## config.mk

```make
export PLATFORM = sky130hd
export DESIGN_NAME = accel_double_tap_detector_core
export DESIGN_NICKNAME = d
export VERILOG_FILES = /design/src/rtl/core/adtd_pkg.sv /design/src/rtl/core/adtd_motion.sv /design/src/rtl/core/adtd_click_fsm.sv /design/src/rtl/core/accel_double_tap_detector_core.sv
export SDC_FILE = /design/constraint.sdc
export NUM_CORES = 1
export LEC_CHECK = 0
export ABC_AREA = 1
export BUFFER_PORTS_ARGS = -buffer_cell sky130_fd_sc_hd__buf_2
export CAP_MARGIN = 20
export CORE_MARGIN = 3
export CORE_UTILIZATION = 66
export CTS_BUF_LIST = sky130_fd_sc_hd__clkbuf_8
export CTS_CLUSTER_SIZE = 30
export DETAILED_ROUTE_END_ITERATION = 10
export MAX_ROUTING_LAYER = met4
export PLACE_DENSITY = 0.93
export SETUP_SLACK_MARGIN = 0.4
export SLEW_MARGIN = 20
export SYNTH_ARGS = -nofsm -noshare
export SYNTH_HDL_FRONTEND = slang
export SYNTH_SLANG_ARGS = --single-unit
```

## constraint.sdc

```tcl
create_clock -name clk -period 11.77 [get_ports clk]
set_input_delay 2.354 -clock clk [delete_from_list [all_inputs] [get_ports clk]]
set_output_delay 2.354 -clock clk [all_outputs]
set_load 0.01 [all_outputs]
```

## src/rtl/core/adtd_pkg.sv

```systemverilog
// Shared types and constants for the double-tap detector core.
`default_nettype none
package adtd_pkg;

    localparam int THRESH_W   = 15;
    localparam int DEBOUNCE_W = 10;
    localparam int WINDOW_W   = 12;
    localparam int CLICK_W    = 3;
    localparam int REG_IDX_W  = 2;

    localparam logic [THRESH_W-1:0]   THRESH_RESET   = THRESH_W'(45);
    localparam logic [DEBOUNCE_W-1:0] DEBOUNCE_RESET = DEBOUNCE_W'(50);
    localparam logic [WINDOW_W-1:0]   WINDOW_RESET   = WINDOW_W'(300);

    localparam logic [CLICK_W-1:0] CLICK_MAX    = 3'd7;
    localparam logic [CLICK_W-1:0] CLICK_DOUBLE = 3'd2;

    typedef enum logic [REG_IDX_W-1:0] {
        REG_REF_X     = 2'd0,
        REG_THRESHOLD = 2'd1,
        REG_DEBOUNCE  = 2'd2,
        REG_WINDOW    = 2'd3
    } reg_idx_t;

    typedef enum logic [1:0] {
        PH_IDLE  = 2'd0,
        PH_DOWN  = 2'd1,
        PH_UP    = 2'd2,
        PH_COUNT = 2'd3
    } phase_t;

    typedef struct packed {
        logic               tap;
        phase_t             phase;
        logic [CLICK_W-1:0] clicks;
    } click_status_t;

endpackage
`default_nettype wire

```

## src/rtl/core/adtd_motion.sv

```systemverilog
// Motion level: absolute deviation of a sample from the reference against a threshold.
`default_nettype none
module adtd_motion #(
    parameter int SAMPLE_BITS = 16
) (
    input  wire logic signed [SAMPLE_BITS-1:0]        accel_x,
    input  wire logic signed [SAMPLE_BITS-1:0]        ref_x,
    input  wire logic [adtd_pkg::THRESH_W-1:0]        motion_threshold,
    output logic                                      motion
);
    import adtd_pkg::*;

    localparam int DIFF_W = SAMPLE_BITS + 1;
    localparam int CMP_W  = (DIFF_W > THRESH_W) ? DIFF_W : THRESH_W;

    logic signed [DIFF_W-1:0] diff;
    logic [DIFF_W-1:0]        mag;

    always_comb
    begin
        diff = DIFF_W'(accel_x) - DIFF_W'(ref_x);
        mag  = diff[DIFF_W-1] ? DIFF_W'(-diff) : DIFF_W'(diff);
        motion = CMP_W'(mag) > CMP_W'(motion_threshold);
    end

endmodule
`default_nettype wire

```

## src/rtl/core/adtd_click_fsm.sv

```systemverilog
// Click state machine with debounce and tap window timing.
`default_nettype none
module adtd_click_fsm #(
    parameter int TIME_BITS = 32
) (
    input  wire logic                              clk,
    input  wire logic                              rst_n,
    input  wire logic                              advance,
    input  wire logic                              level,
    input  wire logic [TIME_BITS-1:0]              now_ms,
    input  wire logic [adtd_pkg::DEBOUNCE_W-1:0]   debounce_ms,
    input  wire logic [adtd_pkg::WINDOW_W-1:0]     tap_window_ms,
    output adtd_pkg::click_status_t                status
);
    import adtd_pkg::*;

    phase_t               phase_reg, phase_next;
    logic [TIME_BITS-1:0] start_reg, start_next;
    logic [CLICK_W-1:0]   clicks_reg, clicks_next;
    logic                 tap;
    logic [TIME_BITS-1:0] wait_ms;
    logic                 debounced;
    logic                 window_over;

    always_comb
    begin
        wait_ms     = now_ms - start_reg;
        debounced   = wait_ms >= TIME_BITS'(debounce_ms);
        window_over = wait_ms > TIME_BITS'(tap_window_ms);
    end

    always_comb
    begin
        phase_next = phase_reg;
        case (phase_reg)
            PH_IDLE:
            begin
                if (level)
                    phase_next = PH_DOWN;
            end
            PH_DOWN:
            begin
                if (!level && debounced)
                    phase_next = PH_UP;
            end
            PH_UP:
            begin
                if (debounced)
                    phase_next = PH_COUNT;
            end
            PH_COUNT:
            begin
                if (level)
                    phase_next = PH_DOWN;
                else if (window_over || clicks_reg == CLICK_DOUBLE)
                    phase_next = PH_IDLE;
            end
            default:
            begin
                phase_next = PH_IDLE;
            end
        endcase
    end

    always_comb
    begin
        start_next  = start_reg;
        clicks_next = clicks_reg;
        tap         = 1'b0;
        case (phase_reg)
            PH_IDLE:
            begin
                if (level)
                begin
                    start_next  = now_ms;
                    clicks_next = '0;
                end
            end
            PH_DOWN:
            begin
                if (!level && debounced)
                    start_next = now_ms;
            end
            PH_UP:
            begin
                if (debounced && clicks_reg != CLICK_MAX)
                    clicks_next = clicks_reg + CLICK_W'(1);
            end
            PH_COUNT:
            begin
                if (level)
                    start_next = now_ms;
                else if (window_over || clicks_reg == CLICK_DOUBLE)
                begin
                    tap         = clicks_reg == CLICK_DOUBLE;
                    clicks_next = '0;
                    start_next  = '0;
                end
            end
            default:
            begin
                tap = 1'b0;
            end
        endcase
    end

    always_ff @(posedge clk or negedge rst_n)
    begin
        if (!rst_n)
        begin
            phase_reg  <= PH_IDLE;
            start_reg  <= '0;
            clicks_reg <= '0;
        end
        else if (advance)
        begin
            phase_reg  <= phase_next;
            start_reg  <= start_next;
            clicks_reg <= clicks_next;
        end
    end

    assign status = '{tap: tap, phase: phase_next, clicks: clicks_next};

endmodule
`default_nettype wire

```

## src/rtl/core/accel_double_tap_detector_core.sv

```systemverilog
// Top level of the accelerometer double-tap detector core.
`default_nettype none
// Takes one X sample with its millisecond timestamp per beat and returns one result beat per
// sample: motion level, double-tap pulse, click phase and click count after that sample. A new
// sample is accepted every clock cycle unless the output stalls; each beat passes an input
// register and then a result register. The throughput is set by the click state update, which
// is combinational between the two registers. Configuration writes take effect at once and
// belong in idle periods.
module accel_double_tap_detector_core #(
    parameter int TIME_BITS   = 32,
    parameter int SAMPLE_BITS = 16
) (
    input  wire logic                                  clk,
    input  wire logic                                  rst_n,
    input  wire logic                                  s_tvalid,
    output logic                                       s_tready,
    // accel_x, now_ms
    input  wire logic [((SAMPLE_BITS+TIME_BITS+7)/8)*8-1:0] s_tdata,
    output logic                                       m_tvalid,
    input  wire logic                                  m_tready,
    // motion, double_tap, phase, click_count
    output logic [7:0]                                 m_tdata,
    input  wire logic                                  cfg_we,
    input  wire logic [adtd_pkg::REG_IDX_W-1:0]        cfg_index,
    input  wire logic [((SAMPLE_BITS > adtd_pkg::THRESH_W) ?
                        SAMPLE_BITS : adtd_pkg::THRESH_W)-1:0] cfg_data
);
    import adtd_pkg::*;

    localparam int OUT_W = 1 + 1 + 2 + CLICK_W;

    logic signed [SAMPLE_BITS-1:0] ref_x_reg;
    logic [THRESH_W-1:0]           thresh_reg;
    logic [DEBOUNCE_W-1:0]         debounce_reg;
    logic [WINDOW_W-1:0]           window_reg;

    logic                          in_valid_reg;
    logic signed [SAMPLE_BITS-1:0] in_accel_reg;
    logic [TIME_BITS-1:0]          in_now_reg;
    logic                          out_valid_reg;
    logic [OUT_W-1:0]              out_data_reg;

    logic                          out_free;
    logic                          advance;
    logic                          motion;
    click_status_t                 status;

    always_ff @(posedge clk or negedge rst_n)
    begin
        if (!rst_n)
        begin
            ref_x_reg    <= '0;
            thresh_reg   <= THRESH_RESET;
            debounce_reg <= DEBOUNCE_RESET;
            window_reg   <= WINDOW_RESET;
        end
        else if (cfg_we)
        begin
            case (reg_idx_t'(cfg_index))
                REG_REF_X:     ref_x_reg    <= cfg_data[SAMPLE_BITS-1:0];
                REG_THRESHOLD: thresh_reg   <= cfg_data[THRESH_W-1:0];
                REG_DEBOUNCE:  debounce_reg <= cfg_data[DEBOUNCE_W-1:0];
                REG_WINDOW:    window_reg   <= cfg_data[WINDOW_W-1:0];
                default:       ref_x_reg    <= ref_x_reg;
            endcase
        end
    end

    assign out_free = !out_valid_reg || m_tready;
    assign advance  = in_valid_reg && out_free;
    assign s_tready = !in_valid_reg || out_free;

    always_ff @(posedge clk or negedge rst_n)
    begin
        if (!rst_n)
            in_valid_reg <= 1'b0;
        else if (s_tready)
            in_valid_reg <= s_tvalid;
    end

    always_ff @(posedge clk)
    begin
        if (s_tvalid && s_tready)
        begin
            in_accel_reg <= s_tdata[SAMPLE_BITS-1:0];
            in_now_reg   <= s_tdata[SAMPLE_BITS+TIME_BITS-1:SAMPLE_BITS];
        end
    end

    adtd_motion #(
        .SAMPLE_BITS(SAMPLE_BITS)
    ) u_motion (
        .accel_x          (in_accel_reg),
        .ref_x            (ref_x_reg),
        .motion_threshold (thresh_reg),
        .motion           (motion)
    );

    adtd_click_fsm #(
        .TIME_BITS(TIME_BITS)
    ) u_click_fsm (
        .clk           (clk),
        .rst_n         (rst_n),
        .advance       (advance),
        .level         (motion),
        .now_ms        (in_now_reg),
        .debounce_ms   (debounce_reg),
        .tap_window_ms (window_reg),
        .status        (status)
    );

    always_ff @(posedge clk or negedge rst_n)
    begin
        if (!rst_n)
            out_valid_reg <= 1'b0;
        else if (out_free)
            out_valid_reg <= in_valid_reg;
    end

    always_ff @(posedge clk)
    begin
        if (advance)
            out_data_reg <= {status.clicks, status.phase, status.tap, motion};
    end

    assign m_tvalid = out_valid_reg;
    assign m_tdata  = 8'(out_data_reg);

    a_idle_no_clicks: assert property (@(posedge clk) disable iff (!rst_n)
        m_tvalid && m_tdata[3:2] == PH_IDLE |-> m_tdata[6:4] == 3'd0)
        else $error("idle phase reported with nonzero click count");

    a_tap_ends_sequence: assert property (@(posedge clk) disable iff (!rst_n)
        m_tvalid && m_tdata[1] |-> !m_tdata[0] && m_tdata[3:2] == PH_IDLE)
        else $error("double tap reported outside a quiet return to idle");

    a_stall_only_when_full: assert property (@(posedge clk) disable iff (!rst_n)
        !s_tready |-> m_tvalid && !m_tready)
        else $error("input stalled while the result stage can drain");

endmodule
`default_nettype wire

```

* Yosys cells after proc, flatten, opt, wreduce, memory -nomap -nowiden
Index checks and enable logic that the tools add are counted.
Word-level totals: register bits after elaboration 147, bits of input ports 71, output and inout bits 10, word-level logic and storage cells 69
Operators by class: add/sub/neg operators 4, $lt $le $gt $ge 3, equal/unequal tests 11, multiplexer cells 17, bitwise gates (word level) 2, reduce and logical (&&, ||, !) cells 19
Operator list (number):
- $mux 32 | 4
- $pmux 32 s3 | 1
- $ge 32x10->1 | 1
- $gt 32x12->1 | 1
- $sub 32x32->32 | 1
- $gt 17x15->1 | 1
- $mux 17 | 1
- $neg 17->17 | 1
- $sub 16x16->17 | 1
- $mux 3 | 4
- $mux 2 | 5
- $pmux 3 s3 | 1
- $eq 2x2->1 const B | 4
- $pmux 2 s4 | 1
- $reduce_and 2->1 | 4
- $reduce_and 5->1 | 1
- $eq 2x1->1 const B | 2
- $logic_and 1x1->1 | 4
- $logic_not 2->1 | 2
- $add 3x1->3 const B | 1
- $eq 3x2->1 const B | 1
- $logic_not 1->1 | 3
- $logic_or 1x1->1 | 3
- $ne 3x2->1 const B | 1
- 6 further kinds | 7

* Depth between registers and ports, before layout
Gate-level depths: netlist (run 1).
word-level depth 8, depth in mapped cells 37, mapped depth without buffers 36

* Hierarchy
Synthesis (run 1) repeated with hierarchy kept, for this count alone.
Unflattened totals: cell total of the unflattened synthesis 1602, area, all modules 11149.4 um2
By module, submodules not included:
- adtd_click_fsm | instances 1, cells an instance 926, area each 5248.8 um2, sequential area each 925.9 um2
- accel_double_tap_detector_core | instances 1, cells an instance 305, area each 3945.0 um2, sequential area each 3041.7 um2
- adtd_motion | instances 1, cells an instance 371, area each 1955.6 um2, sequential area each 0.0 um2

* Worst setup path before layout (run 1)
Ideal clock, no wire load.
path kind input to output, start in m_tready, end out s_tready, arrival time 2.538 ns, data required time 9.416 ns, path slack 6.878 ns, stages on the path 2, path buffers 0, cell sequence inv_1 nand3_1
Between the ends: longest elaborated chain between the ends 2
Ends and longest elaborated chain:
- from (decl) | RTL line accel_double_tap_detector_core.sv:20 | input wire logic m_tready,
- $logic_or 1x1->1 | RTL line accel_double_tap_detector_core.sv:69 | assign out_free = !out_valid_reg || m_tready;
- $logic_or 1x1->1 | RTL line accel_double_tap_detector_core.sv:71 | assign s_tready = !in_valid_reg || out_free;
- to (decl) | RTL line accel_double_tap_detector_core.sv:16 | output logic s_tready,
Every way passes these cells.

* Worst setup path after layout (run 1)
Same ends and word-level chain as after synthesis.

==> impl_metrics.csv, run 1 <==
group,metric,value,unit
global_route,gr-max-usage-layer,"met2",
synth,synth-edff-count,55,
clock_tree,cts_root_buf,"clkbuf_8",
drt,drt_first_iter_violations,954,
timing,relSlewSlack,37.5,%
power_and_ir_drop,internal_power,1.41,mW
synth,avgSynthCellArea,7.10,µm²
synth,synth_sequential_area_ratio,35.5,%
place,io_buffer_count,79,
worst_setup_path,critPathMaxFanout,3,
clock_tree,numCtsBuffers,17,
timing,finalWorstSetupSlack,6.64,ns
drt,firstDrtPassIters,6,
worst_setup_path,critical_path_class,"input port to output port",
power_and_ir_drop,sequential_power_share,25.2,%
synth,synthesis_stage_register_bit_count,147,
synth,synth_warnings,0,
drt,vias,10200,
clock_tree,clock_tree.buffer_depth,2,
synth,synth_top_area_share,18.2,%
floorplanning,start_util,68.8,%
global_route,global_route.usage.met3,6.25,%
floorplanning,fp-row-count,46,
worst_setup_path,path_buf_inv,3,
place,placement.setup.worst_slack,6.64,ns
clock_tree,cts_post_setup_buffers_inserted,0,
worst_hold_path,hold_wc_path_type,"register to register",
worst_setup_path,cp_capture_type,"output port",
worst_setup_path,cp_data_arrival_time,2.78,ns
clock_tree,post_cts_hold_buffer_count,0,
clock_tree,cts_tree,"built",
drt,final_antenna_net_count,0,
worst_setup_path,worstPathCellList,"buf_2 -> inv_1 -> nand3_1 -> buf_2",
synth,post_synth_main_area_contributors,"dfrtp_1 18%, nand2_1 17%, edfxtp_1 15%, inv_1 12%, ha_1 10%",
drt,routed_wl,28000,µm
timing,finClkSkew,0.0202,ns
synth,yosysMostFrequentCell,"nand2_1",
power_and_ir_drop,clock_power_share,14.8,%
clock_tree,worst_skew_pair.late_latency,0.50,ns
worst_setup_path,crit_path_top_delay_cell,"buf_2",
floorplanning,fp.dieH,136,µm
power_and_ir_drop,p_per_area,235,nW/µm²
finish,synthToLayoutAreaGrowth,9.01,%
clock_tree,clkSinkCount,147,
global_route,groute.layer.met2.usage,49.6,%
finish,antenna-diode-count,0,
timing,timing_hold_violations_final,0,
synth,synth_cell_type_count,43,
global_route,largest_net_degree_at_the_start_of_global_routing,49,
finish,finish.utilization,75.0,%
timing,rsz_0062_raised_after_global_routing,"false",
global_route,global_routing_met1_resource_utilization,43.9,%
worst_setup_path,critical_path_required,9.42,ns
floorplanning,floorplan.die.width,136,µm
global_route,global_route_wire_length_before_repair,45900,µm
worst_setup_path,cell_with_the_most_instances_on_the_worst_path,"buf_2",
run_status,run_status,"finished clean",
worst_setup_path,timing.critical_path.from_type,"input port",
timing,timing.setup.tns,0,ns
drt,detail_route.vias_per_cell,5.40,
global_route,grt_pass1_vias,9581,
floorplanning,design.die.area,18500,µm²
worst_setup_path,timing.critical_path.max_delay_family,"buffers and inverters",
clock_tree,htree_num_levels,4,
timing,achievable-frequency,195,MHz
timing,period_minus_slack,5.13,ns
clock_tree,path_clk_slew,0.10,ns
synth,syn_nets,1738,
power_and_ir_drop,p_comb_share,59.9,%
drt,detail_route.drc_violations,0,
floorplanning,core_area,16200,µm²
place,dp_hpwl,21500,µm
synth,synthArstFlopShare,62.6,%
power_and_ir_drop,max-vdd-ir-drop,0.146,mV
floorplanning,top_level_ports,81,
timing,finalSetupViolCount,0,
synth,synth_area,11200,µm²
finish,final_cells,1883,
synth,number_of_instances_in_the_synthesized_netlist,1573,
power_and_ir_drop,power.share.switching,50.6,%
synth,synth_area_leader_cell,"dfrtp_1",
global_route,grt-ovfl-total,0,
timing,worst-slew-pin-transition,0.937,ns
power_and_ir_drop,power.static_leakage,6.82,nW
finish,final_nets,1819,
drt,avgRoutedWirePerCell,14.9,µm
worst_setup_path,slowest_delay,0.16,ns
clock_tree,postCtsResizedCells,0,
place,final_gp_congestion,0.998,
synth,synth_ff_type,"dfrtp_1",
global_route,grt_usage,32.6,%
global_route,antenna_violations_before_repair,0,
finish,drive_above_1_share,13.7,%
power_and_ir_drop,switching_power,1.45,mW
synth,synth_top_cells_by_count,"500 x nand2_1, 349 x inv_1, 92 x ha_1",
timing,report.final.slew_viol_count,0,
power_and_ir_drop,p_total,2.86,mW
timing,final.period_utilization,43.6,%
place,dp.cells,1851,
run,max_cap_violations,0,
## tightest hold or removal path, delay by kind of cell, from the launching register on
family	cells	cell delay (ns)
simple gates	1	0.05
compound gates	1	0.06
flops	1	0.36
## power groups by stage
stage | registers, mW | clock network [mW] | logic (mW)
after floorplan | 0.713 | 0 | 1.30
after global routing | 0.731 | 0.448 | 1.94
after detailed placement | 0.726 | 0 | 1.66
after global placement | 0.721 | 0 | 1.60
after CTS | 0.718 | 0.425 | 1.69
final | 0.721 | 0.423 | 1.71
## cells by family (layout without fill, tap and decap cells)
group                    Yosys count  in the layout  share of synthesized area [%]
XOR/XNOR                          26             26                           2.04
flip-flops                       147            147                           35.5
other                              1              1                         0.0336
buffers and inverters            369            463                           12.8
adder cells (fa/ha/maj)           94             94                           10.7
AND/OR/NAND/NOR                  790            790                           31.2
AO/OA/AOI/OAI                    146            146                           7.71
## cell usage in the layout, fill, tap and decap left out, types with 4 or more instances in the layout
cell type | Yosys | layout
nand2_1 | 500 | 500
inv_1 | 349 | 348
ha_1 | 92 | 92
nor2_1 | 87 | 87
dfrtp_1 | 81 | 81
buf_2 | 0 | 78
nand3_1 | 69 | 67
o21ai_0 | 66 | 66
edfxtp_1 | 55 | 55
a21oi_1 | 42 | 42
nand2_2 | 40 | 40
o21ai_2 | 30 | 30
nand4_1 | 28 | 28
xor2_1 | 22 | 22
clkbuf_8 | 0 | 17
nor2_2 | 15 | 15
nand3b_1 | 12 | 12
dfstp_2 | 11 | 11
nand3_2 | 8 | 10
and2_1 | 8 | 8
nor3_1 | 7 | 7
clkinv_8 | 0 | 7
xnor2_1 | 4 | 4
and3_1 | 4 | 4
inv_8 | 0 | 4
## worst paths after layout
path / slack, ns / cells past startpoint / startpoint / endpoint
worst max-delay path: 6.64 / 4 / m_tready / s_tready
worst min-delay path: 0.49 / 2 / ref_x_reg[2] / ref_x_reg[2]
worst max register to register: 6.67 / 26 / ref_x_reg[0] / u_click_fsm.start_reg[5]
worst min register to register: 0.49 / 2 / ref_x_reg[2] / ref_x_reg[2]
max in group asynchronous: 8.81 / 2 / rst_n / u_click_fsm.start_reg[11]
min in group asynchronous: 1.87 / 1 / rst_n / ref_x_reg[2]
## cell type report
type / instances / area (µm²)
clock inverter: 15 / 201
inverter: 351 / 1320
fill: 1270 / 4060
clock buffer: 17 / 234
timing repair buffer: 80 / 405
sequential: 147 / 3970
tap: 216 / 270
multi-input combinational: 1057 / 5770
## routing by layer
layer  vias to the layer above  wire length (µm)
met4                         0               697
met2                       420             12600
met5                         -                 0
li1                       5036                 -
met1                      4645             12500
met3                        66              2180
## through the flow
stage | hold slack, ns | instance area (µm²)
after floorplan | 0.453 | 11200
after global placement | 0.467 | 11700
after detailed placement | 0.473 | 11700
after CTS | 0.498 | 12200
after global routing | 0.514 | 12200
final | 0.494 | 12200
(Power assumes the default switching activity.)
==> inputs of run 2 (changes only) <==
Settings changed: CORE_UTILIZATION 66 to 57, PLACE_DENSITY 0.93 to 0.86.
Clock period 11.77 ns to 4.5 ns, I/O delays scaled along.
==> run 2 against run 1 <==
Compared with the run above: wire length increased by 4.7%; largest cell class unchanged; largest power group unchanged; sequential power grew to 2.7 times the previous value; via count down 0.21%; count of clock-buffer cells in the layout did not move; critical path depth is 26 higher; design area up 5.7%; combinational power increased to 2.9 times the previous value; flip-flop and latch count did not move.
==> impl_metrics.csv, run 2 (synthesized netlist as in run 1, its figures left out) <==
group,metric,value,unit
run_status,run_status,"finished clean",
worst_setup_path,timing.critical_path.from_type,"register",
worst_setup_path,regToRegStartpoint,"ref_x_reg[0]",
timing,report.final.slew_viol_count,0,
worst_setup_path,worstRegToRegCells,30,
power_and_ir_drop,p_total,8.03,mW
finish,final_cells,1953,
timing,final.period_utilization,97.5,%
global_route,grt-ovfl-total,0,
worst_setup_path,critical_path_required,4.91,ns
worst_setup_path,cell_with_the_most_instances_on_the_worst_path,"nand2_1",
floorplanning,start_util,58.9,%
floorplanning,core_area,19000,µm²
timing,timing.setup.tns,0,ns
timing,timing_hold_violations_final,0,
worst_setup_path,cp_capture_type,"register",
floorplanning,floorplan.die.width,146,µm
place,dp_hpwl,21600,µm
power_and_ir_drop,power.static_leakage,7.06,nW
finish,drive_above_1_share,17.8,%
worst_hold_path,source_of_the_worst_hold_timing_path,"ref_x_reg[14]",
drt,detail_route.drc_violations,0,
floorplanning,design.die.area,21300,µm²
global_route,grt_pass1_vias,9526,
timing,worst-slew-pin-transition,1.08,ns
drt,vias,10100,
run,max_cap_violations,0,
worst_setup_path,startpoint,"ref_x_reg[0]",
finish,layout.cell_area.non_filler,12900,µm²
timing,finClkSkew,0.0187,ns
timing,achievable-frequency,228,MHz
global_route,grt_usage,28.2,%
worst_setup_path,slowest_delay,0.43,ns
worst_setup_path,r2r_slack,0.11,ns
drt,detail_route.vias_per_cell,5.20,
clock_tree,path_clk_slew,0.10,ns
worst_hold_path,hold_wc_path_type,"register to register",
worst_setup_path,critPathMaxFanout,8,
drt,final_antenna_net_count,0,
place,dp.cells,1901,
timing,relSlewSlack,28.1,%
clock_tree,htree_num_levels,4,
clock_tree,cts_root_buf,"clkbuf_8",
clock_tree,worst_skew_pair.late_latency,0.49,ns
worst_hold_path,hold_depth,2,
global_route,global_route_wire_length_before_repair,47100,µm
place,placement.setup.worst_slack,0.0567,ns
place,io_buffer_count,79,
drt,drt_first_iter_violations,850,
worst_setup_path,crit_path_top_delay_cell,"dfrtp_1",
drt,avgRoutedWirePerCell,15.0,µm
floorplanning,top_level_ports,81,
power_and_ir_drop,p_comb_share,62.7,%
clock_tree,cts_tree,"built",
global_route,largest_net_degree_at_the_start_of_global_routing,72,
worst_setup_path,cp_data_arrival_time,4.80,ns
clock_tree,clock_tree.buffer_depth,2,
drt,routed_wl,29300,µm
power_and_ir_drop,max-vdd-ir-drop,0.438,mV
power_and_ir_drop,switching_power,3.93,mW
power_and_ir_drop,internal_power,4.09,mW
finish,final_nets,1845,
power_and_ir_drop,p_per_area,624,nW/µm²
power_and_ir_drop,power.share.switching,49.0,%
worst_setup_path,rr_endpoint,"u_click_fsm.start_reg[20]",
timing,finalWorstSetupSlack,0.114,ns
power_and_ir_drop,sequential_power_share,23.9,%
timing,period_minus_slack,4.39,ns
floorplanning,fp-row-count,50,
clock_tree,numCtsBuffers,17,
timing,finalSetupViolCount,0,
clock_tree,post_cts_hold_buffer_count,0,
finish,antenna-diode-count,0,
timing,rsz_0062_raised_after_global_routing,"true",
place,final_gp_congestion,0.959,
place,placement.cell_area,11800,µm²
finish,commonest_non_fill_non_tap_cells_in_the_layout,"486 x nand2_1, 344 x inv_1, 83 x ha_1",
finish,layout.cells.most_common,"nand2_1",
worst_setup_path,worst_setup_path_end,"u_click_fsm.start_reg[20]",
global_route,antenna_violations_before_repair,0,
clock_tree,clkSinkCount,147,
finish,synthToLayoutAreaGrowth,15.3,%
power_and_ir_drop,clock_power_share,13.4,%
floorplanning,fp.dieH,146,µm
drt,firstDrtPassIters,5,
worst_setup_path,critical_path_class,"register to register",
[run 2: cell types whose count changed in the layout (fill, tap and decap cells not counted), sizes merged]
cell and delta:
inv +3, bufbuf +1, bufinv +1, clkinv -5, buf +25, clkinvlp +1
[run 2: critical path: cells and delay by family, from the launching register on]
kind,cells,cell delay [ns]
DFF,1,0.43
xor gates and xnor gates,2,0.30
buffers and inverters,4,0.53
adders and majority gates,3,0.84
AOI/OAI and AO/OA,3,0.49
and+or+nand+nor,18,1.70
[run 2: cell type report]
class	count	area, µm²
clock buffers	17	234
clock inverters	15	161
fillers	1536	6090
inverters	351	1320
multi-input cells	1057	6130
flip-flops and latches	147	3970
well taps	260	325
repair buffers	106	727
[run 2: power groups by stage]
stage               Combinational [mW]  Clock [mW]  Sequential, mW
floorplan                         3.40           0            1.86
global placement                  4.27           0            1.89
detailed placement                4.40           0            1.90
CTS                               4.83        1.09            1.90
global route                      5.63        1.15            1.95
finish                            5.04        1.08            1.92
[run 2: how the worst min path moves through the flow]
| stage | end | slack, ns |
|---|---|---|
| 2_1_floorplan | debounce_reg[2] | 0.45 |
| 3_3_place_gp | ref_x_reg[14] | 0.47 |
| 3_5_place_dp | ref_x_reg[14] | 0.47 |
| 4_1_cts | ref_x_reg[14] | 0.50 |
| 5_1_grt | u_click_fsm.start_reg[10] | 0.51 |
| 6_report | ref_x_reg[14] | 0.49 |
[run 2: stage by stage]
stage	util [%]	hold WS, ns
floorplan	-	0.453
CTS	66.3	0.496
global placement	62.5	0.466
finish	67.9	0.490
global route	67.9	0.512
detailed placement	62.5	0.473
[run 2: repair_timing]
action	4_1_cts	5_1_grt
pin swaps	16	24
setup buffers	9	8
setup endpoints to repair	43	44
gates resized for setup	44	42
cloned	3	0
[run 2: layer usage]
metal  up-vias  global-route usage, %  part of all wire, %
met3        63                   4.80                  5.7
met1      4687                   38.1                   46
met4         0                   6.93                  2.4
li1       5079                      -                    -
met5         -                      -                    0
met2       317                   44.5                   46
